File: src/sv/qye_pkg.sv
`default_nettype none

package qye_pkg;

  localparam int unsigned QW            = 16;
  localparam int unsigned PROD_W        = 32;
  localparam int unsigned SC_W          = 34;
  localparam int unsigned NORM_W        = 40;
  localparam int unsigned CW            = 44;
  localparam int unsigned AW            = 32;
  localparam int unsigned SH_W          = 6;
  localparam int unsigned YAW_W         = 16;
  localparam int unsigned NORM_MSB      = 38;
  localparam int unsigned ANG_FRAC      = 16;
  localparam int unsigned FRONT_STAGES  = 4;
  localparam int unsigned ATAN_LEN      = 24;
  localparam int unsigned CORDIC_STAGES_DEF = 16;

  localparam logic signed [SC_W-1:0] ONE_Q28   = 34'sd268435456;
  localparam logic signed [AW-1:0]   ANG_90    = 32'sd589824000;
  localparam logic [YAW_W:0]         YAW_LIMIT = 17'd18000;

  typedef struct packed {
    logic signed [CW-1:0] x;
    logic signed [CW-1:0] y;
    logic signed [AW-1:0] z;
    logic                 zero;
  } cord_t;

  // atan(2^-i) in units of 2^-16 centidegree
  function automatic logic signed [AW-1:0] atan_lut(input int unsigned idx);
    logic signed [AW-1:0] v;
    unique case (idx)
      0:       v = 32'sd294912000;
      1:       v = 32'sd174096719;
      2:       v = 32'sd91987925;
      3:       v = 32'sd46694507;
      4:       v = 32'sd23437865;
      5:       v = 32'sd11730358;
      6:       v = 32'sd5866610;
      7:       v = 32'sd2933484;
      8:       v = 32'sd1466764;
      9:       v = 32'sd733385;
      10:      v = 32'sd366693;
      11:      v = 32'sd183346;
      12:      v = 32'sd91673;
      13:      v = 32'sd45837;
      14:      v = 32'sd22918;
      15:      v = 32'sd11459;
      16:      v = 32'sd5730;
      17:      v = 32'sd2865;
      18:      v = 32'sd1432;
      19:      v = 32'sd716;
      20:      v = 32'sd358;
      21:      v = 32'sd179;
      22:      v = 32'sd90;
      23:      v = 32'sd45;
      default: v = '0;
    endcase
    return v;
  endfunction

endpackage

`default_nettype wire

File: src/sv/qye_front.sv
`default_nettype none

module qye_front (
  input  wire logic                                clk_i,
  input  wire logic [qye_pkg::FRONT_STAGES-1:0]    en_i,
  input  wire logic signed [qye_pkg::QW-1:0]       quat_w_i,
  input  wire logic signed [qye_pkg::QW-1:0]       quat_x_i,
  input  wire logic signed [qye_pkg::QW-1:0]       quat_y_i,
  input  wire logic signed [qye_pkg::QW-1:0]       quat_z_i,
  output qye_pkg::cord_t                           vec_o
);

  // stage 1: products
  logic signed [qye_pkg::PROD_W-1:0] pwz_q, pxy_q, pyy_q, pzz_q;

  always_ff @(posedge clk_i) begin
    if (en_i[0]) begin
      pwz_q <= qye_pkg::PROD_W'(quat_w_i) * qye_pkg::PROD_W'(quat_z_i);
      pxy_q <= qye_pkg::PROD_W'(quat_x_i) * qye_pkg::PROD_W'(quat_y_i);
      pyy_q <= qye_pkg::PROD_W'(quat_y_i) * qye_pkg::PROD_W'(quat_y_i);
      pzz_q <= qye_pkg::PROD_W'(quat_z_i) * qye_pkg::PROD_W'(quat_z_i);
    end
  end

  // stage 2: S = 2(wz+xy), C = 1 - 2(y^2+z^2), Q28
  logic signed [qye_pkg::SC_W-1:0] s2_d, c2_d, s2_q, c2_q;
  logic [qye_pkg::PROD_W:0]        sum_sc;
  logic [qye_pkg::PROD_W-1:0]      sum_sq;

  always_comb begin
    sum_sc = {pwz_q[qye_pkg::PROD_W-1], pwz_q} + {pxy_q[qye_pkg::PROD_W-1], pxy_q};
    s2_d   = $signed({sum_sc, 1'b0});
    sum_sq = {1'b0, pyy_q[qye_pkg::PROD_W-2:0]} + {1'b0, pzz_q[qye_pkg::PROD_W-2:0]};
    c2_d   = qye_pkg::ONE_Q28 - $signed({1'b0, sum_sq, 1'b0});
  end

  always_ff @(posedge clk_i) begin
    if (en_i[1]) begin
      s2_q <= s2_d;
      c2_q <= c2_d;
    end
  end

  // stage 3: normalizing shift from the leading one of |S| | |C|
  logic [qye_pkg::SC_W-1:0]        mag_s, mag_c, mag_or;
  logic [qye_pkg::SH_W-1:0]        msb, sh3_d, sh3_q;
  logic                            zero3_d, zero3_q;
  logic signed [qye_pkg::SC_W-1:0] s3_q, c3_q;

  always_comb begin
    mag_s   = s2_q[qye_pkg::SC_W-1] ? -s2_q : s2_q;
    mag_c   = c2_q[qye_pkg::SC_W-1] ? -c2_q : c2_q;
    mag_or  = mag_s | mag_c;
    zero3_d = ~|mag_or;
    msb     = '0;
    for (int b = 0; b < qye_pkg::SC_W; b++) begin
      if (mag_or[b]) begin
        msb = qye_pkg::SH_W'(b);
      end
    end
    sh3_d = qye_pkg::SH_W'(qye_pkg::NORM_MSB) - msb;
  end

  always_ff @(posedge clk_i) begin
    if (en_i[2]) begin
      s3_q    <= s2_q;
      c3_q    <= c2_q;
      sh3_q   <= sh3_d;
      zero3_q <= zero3_d;
    end
  end

  // stage 4: shift, then turn left-half-plane vectors by 90 degrees
  logic signed [qye_pkg::NORM_W-1:0] xn, yn;
  logic signed [qye_pkg::CW-1:0]     xw, yw;
  qye_pkg::cord_t                    vec_d, vec_q;

  always_comb begin
    xn = qye_pkg::NORM_W'(c3_q) <<< sh3_q;
    yn = qye_pkg::NORM_W'(s3_q) <<< sh3_q;
    xw = qye_pkg::CW'(xn);
    yw = qye_pkg::CW'(yn);
    vec_d.zero = zero3_q;
    if (!xw[qye_pkg::CW-1]) begin
      vec_d.x = xw;
      vec_d.y = yw;
      vec_d.z = '0;
    end else if (!yw[qye_pkg::CW-1]) begin
      vec_d.x = yw;
      vec_d.y = -xw;
      vec_d.z = qye_pkg::ANG_90;
    end else begin
      vec_d.x = -yw;
      vec_d.y = xw;
      vec_d.z = -qye_pkg::ANG_90;
    end
  end

  always_ff @(posedge clk_i) begin
    if (en_i[3]) begin
      vec_q <= vec_d;
    end
  end

  assign vec_o = vec_q;

endmodule

`default_nettype wire

File: config.mk
export PLATFORM = sky130hd
export DESIGN_NAME = qye_front
export DESIGN_NICKNAME = d
export VERILOG_FILES = /design/src/sv/qye_pkg.sv /design/src/sv/qye_front.sv
export SDC_FILE = /design/constraint.sdc
export NUM_CORES = 2
export LEC_CHECK = 0
export ABC_AREA = 1
export BUFFER_PORTS_ARGS = -buffer_cell sky130_fd_sc_hd__buf_2
export CAP_MARGIN = 0
export CORE_UTILIZATION = 45
export CTS_BUF_LIST = sky130_fd_sc_hd__clkbuf_4 sky130_fd_sc_hd__clkbuf_8
export DETAILED_ROUTE_END_ITERATION = 6
export PLACE_DENSITY = 0.67
export SYNTH_ARGS = -nofsm -noshare
export SYNTH_HDL_FRONTEND = slang
export SYNTH_SLANG_ARGS = --single-unit
export TNS_END_PERCENT = 5
File: constraint.sdc
create_clock -name clk_i -period 11.8 [get_ports clk_i]
set_clock_uncertainty 0.15 [all_clocks]
set_input_delay 2.36 -clock clk_i [delete_from_list [all_inputs] [get_ports clk_i]]
set_output_delay 2.36 -clock clk_i [all_outputs]
set_load 0.02 [all_outputs]
==> metrics.cfg <==
[setup_path]
ff2ff_setup_slack_ps = 6420
cpMostUsedCell = nand2_1
cp_slowest_cell = inv_1
startpoint_type = primary input
cp-end-kind = flip-flop
r2r_start = sh3_q[0]$_DFFE_PP_
cp_max_fo = 25
cp.arrival_ps = 9160
rr_endpoint = vec_o[116]$_SDFFCE_PN0P_
r2r_cells = 15
max_stage_delay_ps = 610
critical_path_class = primary input to flip-flop
critical_path_required_ps = 12060

[clocking]
cts_tree = done
cts_max_level = 3
root_buffer = clkbuf_8
cts_setup_buffers = 0
cts_buffer_depth = 3
cts_sinks = 353
clock_latency_ps = 710
clk_pin_slew_ps = 60
cts-resized-gates = 0
cts-buffers-inserted = 67
cts_hold_buffers = 0

[synth]
ys_seq_area_frac = 0.179
synth_ff_type = edfxtp_1
synthTopCellsByArea = fa_1, edfxtp_1, inv_1, nand2_1, ha_1
synth_common_cells = inv_1, nand2_1, fa_1
yosys.area.top_type = fa_1
synth_top_area_frac = 0.334
synth_seq_cells = 353
syn-cell-area_mm2 = 0.0593
synth_cells = 6916
synth.distinct_cells = 69
synth_area_per_cell_um2 = 8.58
synth-warning-count = 0
synth_most_common_cell = inv_1
async_flop_share = 0
synth_edf_count = 353

[global_route]
grt_remaining_overflow = 0
grt_pass1_vias = 45500
grt_pass1_wl_um = 233000
antenna_found_initial = 3
grt_use_total = 0.221
grt_max_degree = 80

[die]
fp.dieW_um = 365
die_y_um = 365
fp-row-count = 132
start_util = 0.456
ios = 190
die_area_mm2 = 0.133
core_area_mm2 = 0.130

[worst_hold_path]
hold_path_end = vec_o[0]$_DFFE_PP_
hp-class = flip-flop to flip-flop
hold_start = zero3_q$_DFFE_PP_
worstHoldPathCells = 0

[timing]
relSlewSlack = 0.328
min_period_ps = 8900
fmax_mhz = 112
setup_tns_ps = 0
holdWs_ps = 313
setup_viol = 0
tightest_slew_ps = 1010
layout_setup_ws_ps = 2900
hold_violations = 0
slew_violations = 0
finalCritPeriodShare = 0.754
rsz0062_at_grt = no

[final_layout]
area_growth_pct = 5.75
nFillCells = 12500
nets = 8400
fin_util = 0.482
drive_above_1_share = 0.0664

[job]
drv_cap = 0

[placement]
hpwlAfterDp_um = 115000
port_buffers = 168
place.gp.congestion = 0.964
place_ws_ps = 2280

[route]
top_layer = met5
wl_met1_um = 56900
ant_nets = 0
drtIter0Drc = 3033
dr.pass1.iters = 6
wl_met3_um = 7140
wirelength_um = 142000
wl_met2_um = 72100
avgViaCountPerCell = 5.00
vias = 43600
detail_route.drc_violations = 0
avgRoutedWirePerCell_um = 16.2

[run_status]
outcome = finished, final reports clean

-- cells by family after synthesis --
family | Yosys count | share of synthesized area
AO/OA/AOI/OAI | 715 | 0.0673
XOR/XNOR | 348 | 0.0516
adder cells (fa/ha/maj) | 1392 | 0.419
buffers and inverters | 2088 | 0.137
flip-flops | 353 | 0.179
multiplexers | 43 | 0.00726
other | 1 | 0.0000632
AND/OR/NAND/NOR | 1976 | 0.139
-- cell usage in the layout, fill, tap and decap left out, types with 19 or more instances in the layout --
cell	netlist	routed
buf_4	39	35
fa_1	991	991
nor3_1	25	25
nor3_2	23	23
mux2i_1	43	43
o21bai_1	19	19
nand2_1	1427	1426
nor2_1	236	236
conb_1	1	25
o22ai_1	27	27
o21ai_1	69	69
xnor2_1	113	113
inv_1	1799	1798
nand3_1	110	110
nand4_1	33	33
or2_2	49	49
buf_2	26	166
o21ai_0	263	263
xor2_1	233	233
a21oi_1	234	234
clkbuf_8	0	70
edfxtp_1	353	353
ha_1	401	401
-- flip-flops by register name, indices dropped and copies added, names as in the netlist --
name / flops
sh3_q: 6
pwz_q: 32
c3_q: 33
vec_o: 90
s3_q: 33
pxy_q: 32
c2_q: 33
s2_q: 33
zero3_q: 1
pyy_q: 30
pzz_q: 30
-- worst max-delay path by stage --
stage / startpoint / endpoint / cells past startpoint
2_1_floorplan: quat_z_i[1] / pwz_q[30]$_DFFE_PP_ / 31
5_1_grt: quat_y_i[15] / pxy_q[30]$_DFFE_PP_ / 31
3_3_place_gp: quat_y_i[15] / pxy_q[30]$_DFFE_PP_ / 31
6_report: quat_y_i[15] / pxy_q[30]$_DFFE_PP_ / 31
3_5_place_dp: quat_y_i[15] / pxy_q[30]$_DFFE_PP_ / 31
4_1_cts: quat_y_i[15] / pxy_q[30]$_DFFE_PP_ / 31
-- worst max-delay path: cells and delay by family --
| kind | cells | cell delay, ps |
|---|---|---|
| AO/OA/AOI/OAI | 4 | 600 |
| XOR/XNOR | 1 | 90 |
| AND/OR/NAND/NOR | 14 | 1660 |
| adder cells (fa/ha/maj) | 7 | 3190 |
| buffers and inverters | 5 | 1240 |
-- area by class of cell --
| class | instances | area [um2] | share of cell area |
|---|---|---|---|
| inverters | 1817 | 6820 | 0.109 |
| well taps | 1742 | 2180 | 0.0348 |
| flip-flops and latches | 353 | 10600 | 0.169 |
| clock buffers | 81 | 1050 | 0.0167 |
| repair buffers | 201 | 1090 | 0.0174 |
| clock inverters | 35 | 273 | 0.00435 |
| diodes | 1 | 2.50 | 0.0000399 |
| multi-input cells | 4499 | 40700 | 0.649 |
-- per-stage QoR --
stage	cell area [um2]	instances
after floorplan	59400	6940
after global placement	61400	8612
after detailed placement	61400	8612
after CTS	62700	8728
after global routing	62700	8729
final	62700	8729
-- metal layers --
metal	GRT usage	vias to the layer above
li1	-	20700
met1	0.273	21500
met2	0.395	1141
met3	0.0251	226
met4	0.0841	4
met5	0	-
Power is not shown: default switching activity piles up to over one toggle a cycle in this logic, so the estimate is an artifact.
