File: config.mk
export PLATFORM = sky130hd
export DESIGN_NAME = qye_cordic_stage
export DESIGN_NICKNAME = d
export VERILOG_FILES = /design/src/sv/qye_pkg.sv /design/src/sv/qye_cordic_stage.sv
export SDC_FILE = /design/constraint.sdc
export NUM_CORES = 1
export LEC_CHECK = 0
export BUFFER_PORTS_ARGS = -buffer_cell sky130_fd_sc_hd__buf_2
export CAP_MARGIN = 5
export CORE_MARGIN = 4
export CORE_UTILIZATION = 55
export CTS_CLUSTER_DIAMETER = 50
export DETAILED_ROUTE_END_ITERATION = 8
export PLACE_DENSITY = 0.87
export SLEW_MARGIN = 10
export SYNTH_ARGS = -nofsm -noshare
export SYNTH_HDL_FRONTEND = slang
export SYNTH_SLANG_ARGS = --single-unit
File: constraint.sdc
create_clock -name clk_i -period 3.2 [get_ports clk_i]
set_input_delay 0.16 -clock clk_i [delete_from_list [all_inputs] [get_ports clk_i]]
set_output_delay 0.16 -clock clk_i [all_outputs]
set_load 0.01 [all_outputs]
File: src/sv/qye_pkg.sv
`default_nettype none

package qye_pkg;

  localparam int unsigned QW            = 16;
  localparam int unsigned PROD_W        = 32;
  localparam int unsigned SC_W          = 34;
  localparam int unsigned NORM_W        = 40;
  localparam int unsigned CW            = 44;
  localparam int unsigned AW            = 32;
  localparam int unsigned SH_W          = 6;
  localparam int unsigned YAW_W         = 16;
  localparam int unsigned NORM_MSB      = 38;
  localparam int unsigned ANG_FRAC      = 16;
  localparam int unsigned FRONT_STAGES  = 4;
  localparam int unsigned ATAN_LEN      = 24;
  localparam int unsigned CORDIC_STAGES_DEF = 16;

  localparam logic signed [SC_W-1:0] ONE_Q28   = 34'sd268435456;
  localparam logic signed [AW-1:0]   ANG_90    = 32'sd589824000;
  localparam logic [YAW_W:0]         YAW_LIMIT = 17'd18000;

  typedef struct packed {
    logic signed [CW-1:0] x;
    logic signed [CW-1:0] y;
    logic signed [AW-1:0] z;
    logic                 zero;
  } cord_t;

  // atan(2^-i) in units of 2^-16 centidegree
  function automatic logic signed [AW-1:0] atan_lut(input int unsigned idx);
    logic signed [AW-1:0] v;
    unique case (idx)
      0:       v = 32'sd294912000;
      1:       v = 32'sd174096719;
      2:       v = 32'sd91987925;
      3:       v = 32'sd46694507;
      4:       v = 32'sd23437865;
      5:       v = 32'sd11730358;
      6:       v = 32'sd5866610;
      7:       v = 32'sd2933484;
      8:       v = 32'sd1466764;
      9:       v = 32'sd733385;
      10:      v = 32'sd366693;
      11:      v = 32'sd183346;
      12:      v = 32'sd91673;
      13:      v = 32'sd45837;
      14:      v = 32'sd22918;
      15:      v = 32'sd11459;
      16:      v = 32'sd5730;
      17:      v = 32'sd2865;
      18:      v = 32'sd1432;
      19:      v = 32'sd716;
      20:      v = 32'sd358;
      21:      v = 32'sd179;
      22:      v = 32'sd90;
      23:      v = 32'sd45;
      default: v = '0;
    endcase
    return v;
  endfunction

endpackage

`default_nettype wire

File: src/sv/qye_cordic_stage.sv
`default_nettype none

module qye_cordic_stage #(
  parameter int unsigned SHIFT = 0
) (
  input  wire logic           clk_i,
  input  wire logic           en_i,
  input  wire qye_pkg::cord_t vec_i,
  output qye_pkg::cord_t      vec_o
);

  localparam logic signed [qye_pkg::AW-1:0] ANG = qye_pkg::atan_lut(SHIFT);

  logic signed [qye_pkg::CW-1:0] dx, dy;
  qye_pkg::cord_t                vec_d, vec_q;

  always_comb begin
    dx         = vec_i.y >>> SHIFT;
    dy         = vec_i.x >>> SHIFT;
    vec_d.zero = vec_i.zero;
    if (!vec_i.y[qye_pkg::CW-1]) begin
      vec_d.x = vec_i.x + dx;
      vec_d.y = vec_i.y - dy;
      vec_d.z = vec_i.z + ANG;
    end else begin
      vec_d.x = vec_i.x - dx;
      vec_d.y = vec_i.y + dy;
      vec_d.z = vec_i.z - ANG;
    end
  end

  always_ff @(posedge clk_i) begin
    if (en_i) begin
      vec_q <= vec_d;
    end
  end

  assign vec_o = vec_q;

endmodule

`default_nettype wire

==> results of run 1 <==
cell type report:
| type | count | share of cell area [%] |
|---|---|---|
| multi-input combinational | 1056 | 48.6 |
| sequential | 120 | 23.3 |
| timing repair buffer | 457 | 18.6 |
| inverter | 136 | 3.31 |
| clock buffer | 17 | 2.75 |
| tap | 275 | 2.22 |
| clock inverter | 15 | 1.22 |
| antenna | 1 | 0.0162 |
stage by stage:
step	TNS (ps)	utilization, %	power (W)	instance area (µm²)	hold WS, ps
floorplan	0	-	0.00356	11900	259
global placement	-2060	69.3	0.00463	14700	337
detailed placement	-3170	69.3	0.00468	14700	339
CTS	0	73.1	0.00677	15500	50.1
global route	0	73.2	0.00713	15500	71.0
finish	0	73.2	0.00683	15500	59.0
cells in the final DEF (no fill, tap or decap), types with 11 or more instances in the layout:
cell type | netlist | final
xnor2_1 | 80 | 80
nor3_1 | 28 | 28
o211ai_1 | 12 | 12
nand3_1 | 21 | 21
o21a_1 | 12 | 12
buf_4 | 1 | 195
nand2_1 | 62 | 62
o21ai_1 | 11 | 12
buf_2 | 4 | 242
o21ai_0 | 88 | 87
a31oi_1 | 12 | 12
inv_1 | 129 | 128
nor2b_1 | 15 | 15
nor2_1 | 113 | 113
or3_1 | 11 | 11
nand4_1 | 22 | 22
edfxtp_1 | 120 | 120
clkbuf_16 | 0 | 17
a21o_1 | 36 | 36
xor2_1 | 16 | 16
o21bai_1 | 32 | 32
mux2i_1 | 30 | 30
ha_1 | 157 | 157
dlygate4sd3_1 | 0 | 19
a21oi_1 | 167 | 166
a211oi_1 | 16 | 16
worst max-delay path by stage:
stage               startpoint         end  slack, ps  depth (start not counted)
floorplan            vec_i[44]  vec_o[117]        260                         13
global route         vec_i[46]   vec_o[74]          5                         14
detailed placement   vec_i[46]  vec_o[117]       -260                         14
finish               vec_i[38]   vec_o[74]         30                         14
CTS                  vec_i[34]   vec_o[74]        130                         14
global placement     vec_i[46]  vec_o[117]       -180                         14
where the power goes:
part | switching (W) | internal, W | leakage [nW]
sequential | 0.0000773 | 0.00206 | 1.17
combinational | 0.00152 | 0.00109 | 5.85
clock | 0.000838 | 0.00124 | 0.301
cell families (layout without fill, tap and decap cells):
logic type | count (synthesis) | in the layout | share of synthesized area (%)
buffers and inverters | 197 | 625 | 6.39
other | 0 | 1 | 0
multiplexers | 30 | 30 | 2.53
XOR/XNOR | 96 | 96 | 7.08
flip-flops | 120 | 120 | 30.4
adder cells (fa/ha/maj) | 161 | 161 | 17.2
AO/OA/AOI/OAI | 458 | 458 | 24.0
AND/OR/NAND/NOR | 311 | 311 | 12.4
layer usage:
metal / share of wire [%] / wire length [µm]
met3: 9.7 / 3980
met1: 41 / 16600
met4: 4.0 / 1630
met2: 46 / 18800
met5: 0 / 0
critical path, delay by kind of cell:
kind	cells	cell delay [ps]
xor+xnor	1	130
buf+inv	3	380
fa+ha+maj	1	220
compound gates	8	2300
simple gates	1	130
repair_timing:
action	4_1_cts	5_1_grt
endpoints found under the setup margin	0	4
endpoints found under the hold margin	19	0
resized for setup	0	5
hold buffers	19	0
==> metrics, run 1 <==
average instance area after synthesis=8.65 µm²; netlist area before placement=between 0.01 and 0.015 mm²; global routing met3 resource utilization=between 6 and 7%; Max Fclk=316 MHz; share of synthesized registers carrying an async set or reset=0%; filler cell count in the final layout=roughly 1.6k; category of the worst setup path capture point=flip-flop; number of distinct library cells after synthesis=78; total instance count after detailed placement=2025; cell taking the most area after synthesis=edfxtp_1; CTS Buffer Depth=2; average via count per standard cell=5.99; cell at the root of the clock tree=clkbuf_16; number of global-route vias before repair=12.2k; Top Usage Layer GRT=met2; area enclosed by the die boundary=0.0240 mm²; overflow left after global routing=0; I/O Pins=about 240; number of levels the H-tree was split into=4; Seq/Total Area, Yosys=a little under a third; Cells after Synth=1373; top-count cell post-synth=a21oi_1; TritonCTS buffer count=17; Crit path largest cell delay=440 ps; worst slew slack as a fraction of its limit=between 50 and 60%; first-pass GRT wire length=63800 µm; count of final setup violators=0; worst setup margin=around 31 ps; number of detailed-route iterations in the first pass=7; FF+latch area=0.00360 mm²; cell type of the slowest stage on the worst timing path=a222oi_1; largest net degree at the start of global routing=59; drt first-iter violations=around 1.4k; total area of multi-input combinational cells=0.00753 mm²; setup repair after global routing missed its margin=no; Horiz. Die Dim=about 150 µm; ANT nets after route=0; wire length per cell=19.8 µm; area delta synth->final=30.5%; worst supply voltage drop on vdd=approximately 0.31 mV; synth warn=0; worst hold-check path type=in2reg; top cells by area in the synthesized netlist=edfxtp_1 30%, ha_1 17%, a21oi_1 7.0%; Post-Layout Cell Count=2077; Worst Tran Pin Value=roughly 720 ps; clock transition at the registers of the reported paths=approximately 60 ps; Hold Crit Depth=2; TritonCTS clock tree=built; via count=approximately 12k; Post-DP HPWL=around 32000 µm; minimum clock period after layout=3170 ps; leakage component of the power=7.33 nW; number of I/O port buffers=roughly 240; post-route DRC violation count=0; number of flip-flops under the largest register name=120; required time of the critical path=between 3000 and 4000 ps; wirelength, routed=41100 µm; maximum fanout along the worst path=5; Maximum Capacitance Violations=0; endpoint of the worst hold path=vec_o[19]; GRT met2 Usage=between 50 and 60%; Post-Place Setup Slack=-260 ps; synthesized flop and latch total=120; post-CTS setup repair buffer count=0; number of enable-type register cells in the synthesized netlist=120; initial antenna violation count=1; overall track demand over capacity in global routing=33.2%; CP startpoint kind=input pin; count of final hold-check violations=0; startpoint of the most critical hold path=vec_i[19]; Slew Limit Fails=0; area fraction of the dominant cell type after synthesis=30.4%; effective utilization at floorplan=a little under three fifths; cell breakdown of the critical path=buf_2, buf_4, ha_1, buf_4, nor2b_1, o21ai_0, o31ai_1, o31ai_4, a21oi_2, a211o_1, a21bo_2, a211o_1, a222oi_1, xor2_1; part of the cycle the worst path needs=99.0%; commonest register cell after synthesis=edfxtp_1; share of post-route cells with drive strength above 1=a little over a quarter; total power divided by cell area=441 mW/mm²; arrival time at the worst endpoint=3320 ps; number of nets in the synthesized netlist=1657; die span in y=155 µm; standard-cell rows=53; top post-synthesis cells by count=167 x a21oi_1, 157 x ha_1, 129 x inv_1, 120 x edfxtp_1, 113 x nor2_1; GR met1 Demand/Resource=between 40% and 50%; Net count, final=2072; run status=finished clean; Core Region=approximately 0.021 mm²; final weighted congestion in routability-driven placement=1.01; Worst Path Class, Setup=in2reg; clock net sink count=120
Note: power is estimated with default switching activity, not from simulation.
==> run 2, diff against run 1 <==
SETUP_SLACK_MARGIN = 0.15   (was not set)
==> metrics, run 2 (synthesis gave the netlist of run 1 again) <==
I/O Pins=244 (unchanged); Post-Layout Cell Count=2081 (+0.19%); via count=12.6k (+1.1%); minimum clock period after layout=3150 ps (-16.6 ps); number of detailed-route iterations in the first pass=8 (+1); worst hold-check path type=in2reg; number of levels the H-tree was split into=4 (unchanged); share of post-route cells with drive strength above 1=28.8% (+1.5 points); Hold Crit Depth=2 (unchanged); required time of the critical path=3350 ps (about the same); accumulated negative setup slack=0 ps (unchanged); leakage component of the power=7.37 nW (+0.63%); CP startpoint kind=input pin; part of the cycle the worst path needs=98.5% (-0.52 points); clock share of power=30.3% (-0.2 points); post-route DRC violation count=0 (unchanged); first-pass GRT wire length=63800 µm (unchanged); sequential fraction of design power=31.1% (-0.3 points); Crit path largest cell delay=450 ps (about the same); number of flip-flops under the largest register name=120 (unchanged); TritonCTS clock tree=built; commonest non-fill, non-tap cells in the layout=240 x buf_2, 197 x buf_4, 162 x a21oi_1, 152 x ha_1, 126 x inv_1; Core Region=0.0212 mm² (unchanged); startpoint of the most critical hold path=vec_i[19]; total power divided by cell area=438 mW/mm² (-0.56%); overflow left after global routing=0 (unchanged); number of I/O port buffers=243 (unchanged); clock net sink count=120 (unchanged); initial antenna violation count=1 (unchanged); Net count, final=2076 (+0.19%); drt first-iter violations=1572 (+12%); TritonCTS buffer count=17 (unchanged); effective utilization at floorplan=56.1% (unchanged); Worst Tran Pin Value=735 ps (+12.0 ps); area delta synth->final=32.4%; cell internal pwr=0.00443 W (+0.65%); cell type of the slowest stage on the worst timing path=a222oi_1; run status=finished clean; overall track demand over capacity in global routing=33.2% (about the same); Sw Ratio=35.8% (+0.18 points); most frequent standard cell in the layout excluding fill and tap cells=buf_2; Maximum Capacitance Violations=0 (unchanged); worst slew slack as a fraction of its limit=51.0% (-0.80 points); total instance count after detailed placement=2025 (unchanged); Slew Limit Fails=0 (unchanged); family of cells with the greatest summed delay on the critical path=compound AO/OA/AOI/OAI gates; endpoint of the worst hold path=vec_o[19]; maximum fanout along the worst path=5 (unchanged); cell at the root of the clock tree=clkbuf_16; area enclosed by the die boundary=0.0240 mm² (unchanged); count of final setup violators=0 (unchanged); wire length per cell=20.1 µm (+1.4%); standard-cell rows=53 (unchanged); die span in y=155 µm (unchanged); number of global-route vias before repair=12.2k (+0.016%); clock transition at the registers of the reported paths=60 ps (about the same); Max Fclk=317 MHz (+0.53%); final weighted congestion in routability-driven placement=1.01 (unchanged); sw power=0.00247 W (+1.4%); wirelength, routed=41700 µm (+1.6%); CTS Buffer Depth=2 (unchanged); setup repair after global routing missed its margin=yes; arrival time at the worst endpoint=3300 ps (-20 ps); ANT nets after route=0 (unchanged); part of the total power dissipated in combinational logic=38.7% (+0.6 points); Horiz. Die Dim=155 µm (unchanged); largest net degree at the start of global routing=59 (unchanged); cell breakdown of the critical path=buf_2, buf_4, ha_1, buf_4, nor2b_1, o21ai_1, o31ai_2, o31ai_4, a21oi_2, a211o_1, a21bo_4, a211o_1, a222oi_1, xor2_1; average via count per standard cell=6.04 (+0.94%); Post-DP HPWL=32200 µm (unchanged); category of the worst setup path capture point=flip-flop; Critical path buffers and inverters=3 (unchanged); count of final hold-check violations=0 (unchanged); worst supply voltage drop on vdd=0.313 mV (about the same); Worst Path Class, Setup=in2reg
[run 2: final cells by class]
cell class                 instances  area [µm²]
inverter                         136         515
multi-input combinational       1056        7700
tap                              275         344
timing repair buffer             461        2940
clock buffer                      17         425
fill                            1516        5430
antenna                            1        2.50
clock inverter                    15         189
sequential                       120        3600
[run 2: worst max-delay path by stage]
stage                  to  cells past startpoint  startpoint  slack (ps)
2_1_floorplan  vec_o[117]                     13   vec_i[44]         260
3_3_place_gp   vec_o[117]                     14   vec_i[46]        -180
3_5_place_dp   vec_o[117]                     14   vec_i[46]        -260
4_1_cts         vec_o[74]                     14   vec_i[34]         150
5_1_grt         vec_o[74]                     14   vec_i[38]          80
6_report        vec_o[74]                     14   vec_i[38]          50
[run 2: power groups by stage]
stage          registers (W)  logic, W  clock network (W)
3_3_place_gp         0.00216   0.00246                  0
5_1_grt              0.00216   0.00285            0.00217
4_1_cts              0.00214   0.00254            0.00208
6_report             0.00214   0.00267            0.00209
2_1_floorplan        0.00230   0.00127                  0
3_5_place_dp         0.00217   0.00250                  0
[run 2: timing repair]
item	4_1_cts	5_1_grt
resized for setup	0	47
pin swaps	1	13
buffers inserted	0	4
hold buffers	19	0
hold endpoints to repair	19	0
endpoints found under the setup margin	1	22
[run 2: per-stage QoR]
stage / power, W / worst slack [ps] / util [%] / hold slack [ps] / area, µm²
6_report: 0.00689 / 47.7 / 74.3 / 56.1 / 15700
5_1_grt: 0.00718 / 75.2 / 74.3 / 71.2 / 15700
4_1_cts: 0.00677 / 154 / 73.1 / 50.1 / 15500
3_5_place_dp: 0.00468 / -260 / 69.3 / 339 / 14700
3_3_place_gp: 0.00463 / -184 / 69.3 / 337 / 14700
2_1_floorplan: 0.00356 / 256 / - / 259 / 11900
[run 2: per-layer routing]
| layer | global-route usage, % | wire [µm] | vias to the layer above |
|---|---|---|---|
| met4 | 14.1 | 1710 | 0 |
| met1 | 43.5 | 16800 | 5830 |
| met2 | 54.1 | 19100 | 822 |
| met3 | 6.15 | 4120 | 138 |
| li1 | - | - | 5783 |
| met5 | 0 | 0 | - |
