--- src/sv/qye_pkg.sv ---
`default_nettype none

package qye_pkg;

  localparam int unsigned QW            = 16;
  localparam int unsigned PROD_W        = 32;
  localparam int unsigned SC_W          = 34;
  localparam int unsigned NORM_W        = 40;
  localparam int unsigned CW            = 44;
  localparam int unsigned AW            = 32;
  localparam int unsigned SH_W          = 6;
  localparam int unsigned YAW_W         = 16;
  localparam int unsigned NORM_MSB      = 38;
  localparam int unsigned ANG_FRAC      = 16;
  localparam int unsigned FRONT_STAGES  = 4;
  localparam int unsigned ATAN_LEN      = 24;
  localparam int unsigned CORDIC_STAGES_DEF = 16;

  localparam logic signed [SC_W-1:0] ONE_Q28   = 34'sd268435456;
  localparam logic signed [AW-1:0]   ANG_90    = 32'sd589824000;
  localparam logic [YAW_W:0]         YAW_LIMIT = 17'd18000;

  typedef struct packed {
    logic signed [CW-1:0] x;
    logic signed [CW-1:0] y;
    logic signed [AW-1:0] z;
    logic                 zero;
  } cord_t;

  // atan(2^-i) in units of 2^-16 centidegree
  function automatic logic signed [AW-1:0] atan_lut(input int unsigned idx);
    logic signed [AW-1:0] v;
    unique case (idx)
      0:       v = 32'sd294912000;
      1:       v = 32'sd174096719;
      2:       v = 32'sd91987925;
      3:       v = 32'sd46694507;
      4:       v = 32'sd23437865;
      5:       v = 32'sd11730358;
      6:       v = 32'sd5866610;
      7:       v = 32'sd2933484;
      8:       v = 32'sd1466764;
      9:       v = 32'sd733385;
      10:      v = 32'sd366693;
      11:      v = 32'sd183346;
      12:      v = 32'sd91673;
      13:      v = 32'sd45837;
      14:      v = 32'sd22918;
      15:      v = 32'sd11459;
      16:      v = 32'sd5730;
      17:      v = 32'sd2865;
      18:      v = 32'sd1432;
      19:      v = 32'sd716;
      20:      v = 32'sd358;
      21:      v = 32'sd179;
      22:      v = 32'sd90;
      23:      v = 32'sd45;
      default: v = '0;
    endcase
    return v;
  endfunction

endpackage

`default_nettype wire

--- src/sv/qye_round.sv ---
`default_nettype none

module qye_round (
  input  wire logic                          clk_i,
  input  wire logic                          en_i,
  input  wire qye_pkg::cord_t                vec_i,
  output logic signed [qye_pkg::YAW_W-1:0]   yaw_o
);

  logic                            neg;
  logic [qye_pkg::AW-1:0]          mag;
  logic [qye_pkg::AW:0]            rnd;
  logic [qye_pkg::YAW_W:0]         r;
  logic signed [qye_pkg::YAW_W-1:0] yaw_d, yaw_q;

  // round half away from zero, then clamp to +-180 degrees
  always_comb begin
    neg = vec_i.z[qye_pkg::AW-1];
    mag = neg ? -vec_i.z : vec_i.z;
    rnd = {1'b0, mag} + (qye_pkg::AW+1)'(1 << (qye_pkg::ANG_FRAC - 1));
    r   = rnd[qye_pkg::AW:qye_pkg::ANG_FRAC];
    if (r > qye_pkg::YAW_LIMIT) begin
      r = qye_pkg::YAW_LIMIT;
    end
    if (vec_i.zero) begin
      yaw_d = '0;
    end else if (neg) begin
      yaw_d = -$signed(r[qye_pkg::YAW_W-1:0]);
    end else begin
      yaw_d = $signed(r[qye_pkg::YAW_W-1:0]);
    end
  end

  always_ff @(posedge clk_i) begin
    if (en_i) begin
      yaw_q <= yaw_d;
    end
  end

  assign yaw_o = yaw_q;

endmodule

`default_nettype wire

--- config.mk ---
export PLATFORM = sky130hd
export DESIGN_NAME = qye_round
export DESIGN_NICKNAME = d
export VERILOG_FILES = /design/src/sv/qye_pkg.sv /design/src/sv/qye_round.sv
export SDC_FILE = /design/constraint.sdc
export NUM_CORES = 1
export LEC_CHECK = 0
export BUFFER_PORTS_ARGS = -buffer_cell sky130_fd_sc_hd__buf_2
export CELL_PAD_IN_SITES_DETAIL_PLACEMENT = 0
export CELL_PAD_IN_SITES_GLOBAL_PLACEMENT = 1
export CORE_AREA = 2 2 90 92
export DETAILED_ROUTE_END_ITERATION = 16
export DIE_AREA = 0 0 92 94
export PLACE_DENSITY = 0.92
export SLEW_MARGIN = 10
export SYNTH_ARGS = -nofsm -noshare
export SYNTH_HDL_FRONTEND = slang
export SYNTH_SLANG_ARGS = --single-unit
--- constraint.sdc ---
create_clock -name clk_i -period 17.9 [get_ports clk_i]
set_clock_uncertainty 0.1 [all_clocks]
set_input_delay 3.58 -clock clk_i [delete_from_list [all_inputs] [get_ports clk_i]]
set_output_delay 3.58 -clock clk_i [all_outputs]
set_load 0.1 [all_outputs]
==> results of run 1 <==
## how the worst max path moves through the flow
stage,startpoint,endpoint,depth (start not counted)
after floorplan,vec_i[32],yaw_o[12],24
after global placement,vec_i[32],yaw_o[14],20
after detailed placement,vec_i[32],yaw_o[14],20
after CTS,vec_i[32],yaw_o[12],20
after global routing,vec_i[32],yaw_o[12],20
final,vec_i[32],yaw_o[12],20
## area by class of cell
type | count | area [µm²] | area share
multi-input cells | 278 | 2000 | 0.685
flip-flops and latches | 16 | 480 | 0.164
repair buffers | 50 | 250 | 0.0856
well taps | 102 | 128 | 0.0436
clock buffers | 3 | 41.3 | 0.0141
inverters | 6 | 22.5 | 0.00770
## cells by family (layout without fill, tap and decap cells)
kind of cell    after synthesis  count (layout)  share of synthesized area
flops                        16              16                      0.184
compound gates              104             104                      0.311
buf+inv                      28              59                     0.0480
fa+ha+maj                     2               2                    0.00960
xor+xnor                     27              27                     0.0965
mux                           8               8                     0.0321
simple gates                137             137                      0.318
## power groups by stage
stage          clock network, µW  registers, µW  logic [µW]
4_1_cts                     24.3           46.9        92.2
2_1_floorplan                  0           76.5        46.9
3_5_place_dp                   0           47.6        91.9
6_report                    23.6           46.9        92.5
5_1_grt                     25.8           47.1        99.7
3_3_place_gp                   0           47.5        90.9
## metrics by stage
stage	power [µW]	setup WS, ns	std cells	cell area, µm²
after floorplan	123	9.25	322	2610
after CTS	163	8.96	455	2920
after detailed placement	140	8.73	452	2880
after global routing	173	8.48	455	2920
after global placement	138	8.78	452	2880
final	163	8.88	455	2920
## cell usage in the layout, fill, tap and decap left out, types with 5 or more instances in the layout
cell,count
sky130_fd_sc_hd__nand3_1,13
sky130_fd_sc_hd__and3_1,5
sky130_fd_sc_hd__o31ai_1,6
sky130_fd_sc_hd__o21ai_1,9
sky130_fd_sc_hd__or3_1,9
sky130_fd_sc_hd__buf_2,50
sky130_fd_sc_hd__mux2i_1,5
sky130_fd_sc_hd__o21ai_0,10
sky130_fd_sc_hd__nor3_1,11
sky130_fd_sc_hd__inv_1,6
sky130_fd_sc_hd__o21a_1,6
sky130_fd_sc_hd__nor2_1,26
sky130_fd_sc_hd__xnor2_1,18
sky130_fd_sc_hd__a31oi_1,6
sky130_fd_sc_hd__edfxtp_1,16
sky130_fd_sc_hd__a211oi_1,6
sky130_fd_sc_hd__nor2b_1,5
sky130_fd_sc_hd__xor2_1,7
sky130_fd_sc_hd__nand4_1,5
sky130_fd_sc_hd__and2_1,6
sky130_fd_sc_hd__nand2_1,19
sky130_fd_sc_hd__a21oi_1,13
## routing by layer
metal	vias to the layer above	track usage	share of wire
met5	-	0	0
met4	0	0.0299	0.0031
met3	2	0.0112	0.050
met2	82	0.234	0.46
met1	1175	0.207	0.49
li1	1318	-	-
## cell usage after synthesis (all sizes together), types with 6 or more instances
cell type / count
a211oi: 8
a21oi: 15
a31oi: 6
and2: 7
buf: 8
clkbuf: 14
edfxtp: 16
inv: 6
nand2: 19
nand3: 13
nand4: 6
nor2: 27
nor3: 13
nor4: 10
o21a: 6
o21ai: 19
o31ai: 7
or3: 9
xnor2: 19
xor2: 8
## worst max-delay path, stage by stage
cell and delay (ns):
sky130_fd_sc_hd__buf_2 0.60, sky130_fd_sc_hd__inv_1 0.60, sky130_fd_sc_hd__a21oi_1 0.31, sky130_fd_sc_hd__xnor2_1 0.15, sky130_fd_sc_hd__ha_1 0.30, sky130_fd_sc_hd__o31ai_1 0.17, sky130_fd_sc_hd__or2_1 0.31, sky130_fd_sc_hd__nor3_1 0.21
sky130_fd_sc_hd__o21bai_1 0.12, sky130_fd_sc_hd__a211oi_2 0.30, sky130_fd_sc_hd__a21bo_4 0.29, sky130_fd_sc_hd__and2_1 0.28, sky130_fd_sc_hd__o21ai_1 0.19, sky130_fd_sc_hd__ha_1 0.18, sky130_fd_sc_hd__nand3_1 0.15, sky130_fd_sc_hd__nor2_1 0.15
sky130_fd_sc_hd__nand3_1 0.13, sky130_fd_sc_hd__nor4_1 0.59, sky130_fd_sc_hd__or3_1 0.19, sky130_fd_sc_hd__a31oi_1 0.08
==> results.py, run 1 <==
metrics = {
    "power_and_ir_drop": {
        "clkPwrFrac": 0.145,
        "power_switching_share": 0.465,
        "cellLeakagePower_uw": 0.00102,
        "power.density_nw_per_um2": 55.8,
        "power.combinational.fraction": 0.568,
        "p_seq_frac": 0.287,
        "vdd_ir_drop_max_v": 0.0000190,
        "switching_power_uw": 75.9,
        "power_report.internal_total_uw": 87.2,
    },
    "layout": {
        "utilization": 0.384,
        "area_growth_pct": 12.1,
        "fillCellCount": 797,
        "antenna_cells_inserted": 0,
        "drive_above_1_share": 0.232,
        "final_net_count": 480,
        "largest_reg_flops": 16,
    },
    "floorplan": {
        "core_area_um2": 7610,
        "start_util": 0.343,
        "floorplan.die.height_um": 94,
        "dieArea_um2": 8650,
        "placement_rows": 32,
        "pin_count": 139,
        "die_width_um": 92,
    },
    "detailed_routing": {
        "final_antenna_net_count": 0,
        "wl_um": 6220,
        "wl_per_cell_um": 13.7,
        "remaining_drc_errors": 0,
        "routed_vias": 2577,
        "drt_iter0_markers": 175,
        "vias_per_instance": 5.66,
        "detailedRoute.firstPassIterationCount": 4,
    },
    "sta": {
        "finalMaxSlewViolations": 0,
        "fin_setup_tns_ns": 0,
        "hold_violations": 0,
        "slew_headroom": 0.418,
        "worst_slew_pin_slew_ns": 0.867,
        "whs_ns": 3.65,
        "final_period_minus_worst_setup_slack_ns": 9.02,
        "finalSetupViolations": 0,
        "finalCritPeriodShare": 0.504,
        "grt_setup_unrepaired": "false",
        "achievable-frequency_mhz": 111,
    },
    "logic_synthesis": {
        "post_synth_instance_area_um2": 2610,
        "yosysWarningCount": 0,
        "async_reset_ff_frac": 0,
        "fraction_of_the_yosys_area_taken_by_sequential_cells": 0.184,
        "ys_ff_latch": 16,
        "synth_top_area_share": 0.184,
        "postSynth.topFlopCell": "sky130_fd_sc_hd__edfxtp_1",
        "post_synth_main_area_contributors": "sky130_fd_sc_hd__edfxtp_1 18%, sky130_fd_sc_hd__xnor2_1 6.0%, sky130_fd_sc_hd__nor2_1 3.7%",
        "netlist-cell-type-count": 78,
        "synth_enable_flop_cells": 16,
        "synthCells": 322,
        "synth_largest_area_cell": "sky130_fd_sc_hd__edfxtp_1",
        "synth_area_per_cell_um2": 8.10,
        "synth_nets": 447,
    },
    "run": {
        "max_cap_violations": 0,
    },
    "hold_path": {
        "hold_class": "input port to flop",
        "worstHoldEndpoint": "yaw_o[0]",
        "hold-path-cell-count": 1,
        "startpoint_of_the_lowest_slack_hold_path": "en_i",
    },
    "global_route": {
        "antenna_found_initial": 0,
        "gr-usage-all-layers": 0.143,
        "number_of_global_route_vias_before_repair": 2291,
        "global_route_wire_length_before_repair_um": 10600,
        "grt.overflow.total": 0,
        "grt_max_degree": 47,
    },
    "clock_tree": {
        "cts.sinks": 16,
        "clk_pin_slew_ns": 0.05,
        "cts_max_level": 1,
        "post_cts.repair.setup_buffers": 0,
        "cts_hold_buf": 0,
        "cts_buffers": 3,
        "tritoncts": "done",
        "root_buffer": "sky130_fd_sc_hd__clkbuf_8",
        "postCtsResizedCells": 0,
        "cts-root-to-sink-buffers": 2,
    },
    "run_status": {
        "run_status": "finished clean",
    },
    "place": {
        "gp_congestion": 0.913,
        "dp_hpwl_um": 4880,
        "buffer_ports.inserted": 50,
    },
    "worst_setup_path": {
        "timing.critical_path.fanout_max": 46,
        "start_kind": "input port",
        "required_ns": 17.77,
        "startpoint_to_endpoint_class_of_the_critical_path": "input port to flop",
        "critPathCaptureType": "flop",
        "worstPathArrival_ns": 8.89,
    },
}
Note: power is estimated with default switching activity, not from simulation.
==> run 2, diff against run 1 <==
--- a/config.mk
+++ b/config.mk
@@ -8,10 +8,10 @@
 export BUFFER_PORTS_ARGS = -buffer_cell sky130_fd_sc_hd__buf_2
 export CELL_PAD_IN_SITES_DETAIL_PLACEMENT = 0
 export CELL_PAD_IN_SITES_GLOBAL_PLACEMENT = 1
-export CORE_AREA = 2 2 90 92
+export CORE_AREA = 2 2 98 100
 export DETAILED_ROUTE_END_ITERATION = 16
-export DIE_AREA = 0 0 92 94
-export PLACE_DENSITY = 0.92
+export DIE_AREA = 0 0 100 102
+export PLACE_DENSITY = 0.83
 export SLEW_MARGIN = 10
 export SYNTH_ARGS = -nofsm -noshare
 export SYNTH_HDL_FRONTEND = slang
==> constraint.sdc (replaced) <==
create_clock -name clk_i -period 8.1 [get_ports clk_i]
set_clock_uncertainty 0.1 [all_clocks]
set_input_delay 1.62 -clock clk_i [delete_from_list [all_inputs] [get_ports clk_i]]
set_output_delay 1.62 -clock clk_i [all_outputs]
set_load 0.1 [all_outputs]
==> run 2 against run 1 <==
Effect of this change: via count up 1.9%; combinational power up 120%; first-iteration DRC count up 4.0%; cell count up 2.4%; critical path depth down 2; critical path type unchanged; global-route usage down 1.0 points.
==> results.py, run 2 (synthesis results as in run 1) <==
metrics = {
    "place": {
        "dp_hpwl_um": 5160,
        "placement.cell_area_um2": 2910,
        "gp_congestion": 0.844,
        "buffer_ports.inserted": 50,
    },
    "layout": {
        "final-seq-area_um2": 480,
        "final_area_um2": 2950,
        "area_growth_pct": 13.1,
        "layout_commonest_cell": "sky130_fd_sc_hd__buf_2",
        "final_net_count": 482,
        "antenna_cells_inserted": 0,
        "drive_above_1_share": 0.237,
        "largest_reg_flops": 16,
        "multiInputGateArea_um2": 2000,
        "fillCellCount": 987,
        "top_library_cells_by_usage_in_the_layout_fill_and_taps_aside": "50 x sky130_fd_sc_hd__buf_2, 26 x sky130_fd_sc_hd__nor2_1, 19 x sky130_fd_sc_hd__nand2_1, 18 x sky130_fd_sc_hd__xnor2_1, 16 x sky130_fd_sc_hd__edfxtp_1",
    },
    "worst_setup_path": {
        "critPathMostFrequentCell": "sky130_fd_sc_hd__nand3_1",
        "timing.critical_path.fanout_max": 13,
        "critical_path.slowest_cell": "sky130_fd_sc_hd__nor4_1",
        "critPathCaptureType": "flop",
        "worstPathArrival_ns": 6.40,
        "critical-path-max-stage-delay_ns": 0.55,
        "startpoint_to_endpoint_class_of_the_critical_path": "input port to flop",
        "crit_chain": "buf_2 -> nor4_4 -> nand4_1 -> o21a_1 -> nor4_2 -> o211ai_2 -> o31a_1 -> a211oi_2 -> a21bo_4 -> and2_1 -> o21ai_1 -> ha_1 -> nand3_1 -> nor2_1 -> nand3_1 -> nor4_1 -> a21o_1 -> a31oi_1",
        "start_kind": "input port",
        "required_ns": 7.98,
    },
    "floorplan": {
        "start_util": 0.286,
        "core_area_um2": 9110,
        "placement_rows": 35,
        "pin_count": 139,
        "floorplan.die.height_um": 102,
        "dieArea_um2": 10200,
        "die_width_um": 100,
    },
    "clock_tree": {
        "cts.sinks": 16,
        "cts_hold_buf": 0,
        "root_buffer": "sky130_fd_sc_hd__clkbuf_8",
        "cts_buffers": 3,
        "postCtsResizedCells": 0,
        "clk_pin_slew_ns": 0.05,
        "tritoncts": "done",
        "cts-root-to-sink-buffers": 2,
        "post_cts.repair.setup_buffers": 0,
        "cts_max_level": 1,
    },
    "global_route": {
        "gr-usage-all-layers": 0.133,
        "global_route_wire_length_before_repair_um": 11500,
        "number_of_global_route_vias_before_repair": 2543,
        "grt.overflow.total": 0,
        "antenna_found_initial": 0,
        "grt_max_degree": 47,
    },
    "detailed_routing": {
        "route.met2.wl_um": 3030,
        "vias_per_instance": 5.64,
        "final_antenna_net_count": 0,
        "wl_per_cell_um": 14.2,
        "routed_vias": 2626,
        "detail_route.wirelength.met1_um": 3220,
        "wl_met3_um": 338,
        "remaining_drc_errors": 0,
        "detailedRoute.firstPassIterationCount": 4,
        "maxUsedRoutingLayer": "met4",
        "drt_iter0_markers": 182,
        "wl_um": 6630,
    },
    "sta": {
        "finalSetupViolations": 0,
        "achievable-frequency_mhz": 153,
        "slew_headroom": 0.466,
        "worst_slew_pin_slew_ns": 0.801,
        "grt_setup_unrepaired": "false",
        "hold_violations": 0,
        "finalCritPeriodShare": 0.804,
        "finalMaxSlewViolations": 0,
        "fin_setup_tns_ns": 0,
        "final_period_minus_worst_setup_slack_ns": 6.52,
    },
    "power_and_ir_drop": {
        "report.power.total_uw": 366,
        "cellLeakagePower_uw": 0.00103,
        "power.density_nw_per_um2": 124,
        "vdd_ir_drop_max_v": 0.0000720,
    },
    "run_status": {
        "run_status": "finished clean",
    },
    "hold_path": {
        "hold_class": "input port to flop",
    },
    "run": {
        "max_cap_violations": 0,
    },
}
[run 2: cell count changes in the layout (fill, tap and decap cells not counted), sizes merged]
cell,change
buf,+2
[run 2: report_power, final]
| group | internal [µW] | switching (µW) | total [µW] |
|---|---|---|---|
| Combinational | 59.1 | 148 | 207 |
| Sequential | 102 | 1.57 | 104 |
| Clock | 32.8 | 22.7 | 55.6 |
[run 2: worst paths after layout]
kind | endpoint | cells past startpoint | slack, ns | from
max | yaw_o[14] | 18 | 1.58 | vec_i[12]
min | yaw_o[13] | 1 | 1.70 | en_i
[run 2: cell type report]
class | count | share of cell area
tap | 111 | 0.0471
multi-input combinational | 278 | 0.679
inverter | 6 | 0.00763
sequential | 16 | 0.163
clock buffer | 3 | 0.0140
timing repair buffer | 52 | 0.0899
[run 2: metal layers]
metal	vias to the layer above	track usage
li1	1323	-
met1	1225	0.182
met2	73	0.228
met3	5	0.0123
met4	0	0.0295
met5	-	0
[run 2: metrics by stage]
stage | hold WS, ns | worst slack, ns | instances | utilization
global route | 1.72 | 0.944 | 466 | 0.324
detailed placement | 1.96 | 1.36 | 463 | 0.319
global placement | 1.94 | 1.42 | 463 | 0.319
floorplan | 1.63 | 1.41 | 322 | -
finish | 1.70 | 1.58 | 466 | 0.324
CTS | 1.70 | 1.61 | 466 | 0.324
[run 2: critical path, delay by kind of cell]
family	cells	cell delay (ns)
AND/OR/NAND/NOR	8	2.61
AO/OA/AOI/OAI	8	1.87
adder cells (fa/ha/maj)	1	0.18
buffers and inverters	1	0.11
==> run 3, diff against run 2 <==
--- a/config.mk
+++ b/config.mk
@@ -8,10 +8,10 @@
 export BUFFER_PORTS_ARGS = -buffer_cell sky130_fd_sc_hd__buf_2
 export CELL_PAD_IN_SITES_DETAIL_PLACEMENT = 0
 export CELL_PAD_IN_SITES_GLOBAL_PLACEMENT = 1
-export CORE_AREA = 2 2 98 100
+export CORE_AREA = 2 2 94 96
 export DETAILED_ROUTE_END_ITERATION = 16
-export DIE_AREA = 0 0 100 102
-export PLACE_DENSITY = 0.83
+export DIE_AREA = 0 0 96 98
+export PLACE_DENSITY = 0.86
 export SLEW_MARGIN = 10
 export SYNTH_ARGS = -nofsm -noshare
 export SYNTH_HDL_FRONTEND = slang
==> constraint.sdc (replaced) <==
create_clock -name clk_i -period 6.29 [get_ports clk_i]
set_clock_uncertainty 0.1 [all_clocks]
set_input_delay 1.258 -clock clk_i [delete_from_list [all_inputs] [get_ports clk_i]]
set_output_delay 1.258 -clock clk_i [all_outputs]
set_load 0.1 [all_outputs]
==> run 3 against run 2 <==
Effect of this change: cell area is 2.5% higher; sequential share of layout area down 0.40 points; sequential power increased by 28%; non-clock buffer count grew 9; clock-buffer cell count stayed put; critical path depth increased by 3; global-route usage rose by 0.97 points; largest cell class unchanged.
==> results.py, run 3 (synthesis results as in run 1) <==
metrics = {
    "layout": {
        "top_library_cells_by_usage_in_the_layout_fill_and_taps_aside": "50 x sky130_fd_sc_hd__buf_2, 26 x sky130_fd_sc_hd__nor2_1, 19 x sky130_fd_sc_hd__nand2_1, 18 x sky130_fd_sc_hd__xnor2_1, 16 x sky130_fd_sc_hd__edfxtp_1",
        "largest_reg_flops": 16,
        "antenna_cells_inserted": 0,
        "layout_commonest_cell": "sky130_fd_sc_hd__buf_2",
        "drive_above_1_share": 0.258,
        "final_area_um2": 3020,
        "final_net_count": 491,
        "multiInputGateArea_um2": 2010,
        "fillCellCount": 869,
        "final-seq-area_um2": 480,
        "area_growth_pct": 16.0,
    },
    "power_and_ir_drop": {
        "p_seq_frac": 0.279,
        "vdd_ir_drop_max_v": 0.0000522,
        "power.combinational.fraction": 0.565,
        "cellLeakagePower_uw": 0.00107,
        "power_report.internal_total_uw": 253,
        "switching_power_uw": 224,
        "power_switching_share": 0.469,
        "power.density_nw_per_um2": 158,
        "clkPwrFrac": 0.156,
    },
    "floorplan": {
        "die_width_um": 96,
        "core_area_um2": 8470,
        "dieArea_um2": 9410,
        "start_util": 0.308,
        "pin_count": 139,
        "floorplan.die.height_um": 98,
        "placement_rows": 34,
    },
    "clock_tree": {
        "postCtsResizedCells": 0,
        "root_buffer": "sky130_fd_sc_hd__clkbuf_8",
        "cts_max_level": 1,
        "tritoncts": "done",
        "cts.sinks": 16,
        "cts_hold_buf": 0,
        "cts-root-to-sink-buffers": 2,
        "cts_buffers": 3,
        "post_cts.repair.setup_buffers": 0,
        "clk_pin_slew_ns": 0.06,
    },
    "worst_setup_path": {
        "start_kind": "input port",
        "worstPathArrival_ns": 5.62,
        "timing.critical_path.fanout_max": 6,
        "startpoint_to_endpoint_class_of_the_critical_path": "input port to flop",
        "critical_path.slowest_cell": "sky130_fd_sc_hd__nor4_2",
        "timing.critical_path.buf_inv": 1,
        "crit_chain": "buf_2 -> nor4_4 -> and4_1 -> a21oi_1 -> xnor2_1 -> ha_1 -> o31ai_1 -> or2_1 -> nor3_1 -> o21bai_1 -> a211oi_2 -> a21bo_4 -> and2_1 -> o21ai_1 -> ha_1 -> nand3_1 -> nor2_1 -> nand3_1 -> nor4_2 -> a21o_1 -> a31oi_1",
        "critical-path-max-stage-delay_ns": 0.43,
        "required_ns": 6.18,
        "critPathTopFamily": "simple AND/OR/NAND/NOR gates",
        "critPathCaptureType": "flop",
    },
    "global_route": {
        "number_of_global_route_vias_before_repair": 2399,
        "grt.overflow.total": 0,
        "grt_util_met2": 0.233,
        "global_route_wire_length_before_repair_um": 11300,
        "antenna_found_initial": 0,
        "gr-usage-all-layers": 0.142,
        "global_route.usage.met1": 0.207,
        "grt.busiest_layer": "met2",
        "grt_use_met3": 0.00694,
        "grt_max_degree": 25,
    },
    "sta": {
        "grt_setup_unrepaired": "false",
        "final_period_minus_worst_setup_slack_ns": 5.74,
        "finalMaxSlewViolations": 0,
        "worst_slew_pin_slew_ns": 0.526,
        "slew_headroom": 0.647,
        "achievable-frequency_mhz": 174,
        "fin_setup_tns_ns": 0,
        "finalSetupViolations": 0,
        "finalCritPeriodShare": 0.912,
        "hold_violations": 0,
    },
    "place": {
        "gp_congestion": 0.833,
        "placement.cell_area_um2": 2980,
        "buffer_ports.inserted": 50,
        "dp_hpwl_um": 5240,
    },
    "hold_path": {
        "hold_class": "input port to flop",
        "worstHoldEndpoint": "yaw_o[7]",
        "startpoint_of_the_lowest_slack_hold_path": "en_i",
        "hold-path-cell-count": 1,
    },
    "run_status": {
        "run_status": "finished clean",
    },
    "detailed_routing": {
        "drt_iter0_markers": 146,
        "routed_vias": 2636,
        "wl_per_cell_um": 13.9,
        "final_antenna_net_count": 0,
        "detailedRoute.firstPassIterationCount": 4,
        "wl_um": 6580,
        "vias_per_instance": 5.57,
        "remaining_drc_errors": 0,
    },
    "run": {
        "max_cap_violations": 0,
    },
}
## run 3: cell types whose count changed in the layout (fill, tap and decap cells not counted)
cell / delta
sky130_fd_sc_hd__clkinv_1: +1
sky130_fd_sc_hd__nor4_2: +1
sky130_fd_sc_hd__buf_4: +9
sky130_fd_sc_hd__nor4_1: -1
## run 3: stage by stage
stage | setup slack (ns) | utilization | total power (µW) | hold WS, ns | std cells
after global placement | 0.328 | 0.352 | 400 | 1.58 | 469
after floorplan | 0.0553 | - | 352 | 1.27 | 322
after CTS | 0.525 | 0.357 | 480 | 1.33 | 473
after global routing | 0.161 | 0.357 | 509 | 1.33 | 473
final | 0.555 | 0.357 | 477 | 1.33 | 473
after detailed placement | 0.273 | 0.352 | 405 | 1.58 | 469
## run 3: worst max-delay path by stage
stage               startpoint   endpoint  slack (ns)  cells past startpoint
floorplan            vec_i[32]  yaw_o[14]        0.06                     24
global placement      vec_i[3]  yaw_o[14]        0.33                     21
detailed placement    vec_i[3]  yaw_o[14]        0.27                     21
CTS                   vec_i[3]  yaw_o[14]        0.52                     21
global route          vec_i[3]  yaw_o[14]        0.16                     21
finish                vec_i[3]  yaw_o[14]        0.55                     21
## run 3: layout make-up
| type | instances | share of cell area |
|---|---|---|
| clock inverters | 1 | 0.00124 |
| inverters | 6 | 0.00745 |
| multi-input cells | 278 | 0.664 |
| flip-flops and latches | 16 | 0.159 |
| repair buffers | 61 | 0.110 |
| clock buffers | 3 | 0.0137 |
| well taps | 108 | 0.0447 |
## run 3: power by group through the flow
stage,sequential [µW],clock [µW],combinational (µW)
6_report,133,74.6,270
5_1_grt,134,82.8,292
4_1_cts,133,76.2,270
3_5_place_dp,136,0,269
3_3_place_gp,135,0,265
2_1_floorplan,218,0,134
## run 3: metal layers
layer / routed length, µm / part of all wire
met1: 3180 / 0.48
met2: 3020 / 0.46
met3: 344 / 0.052
met4: 34 / 0.0052
met5: 0 / 0
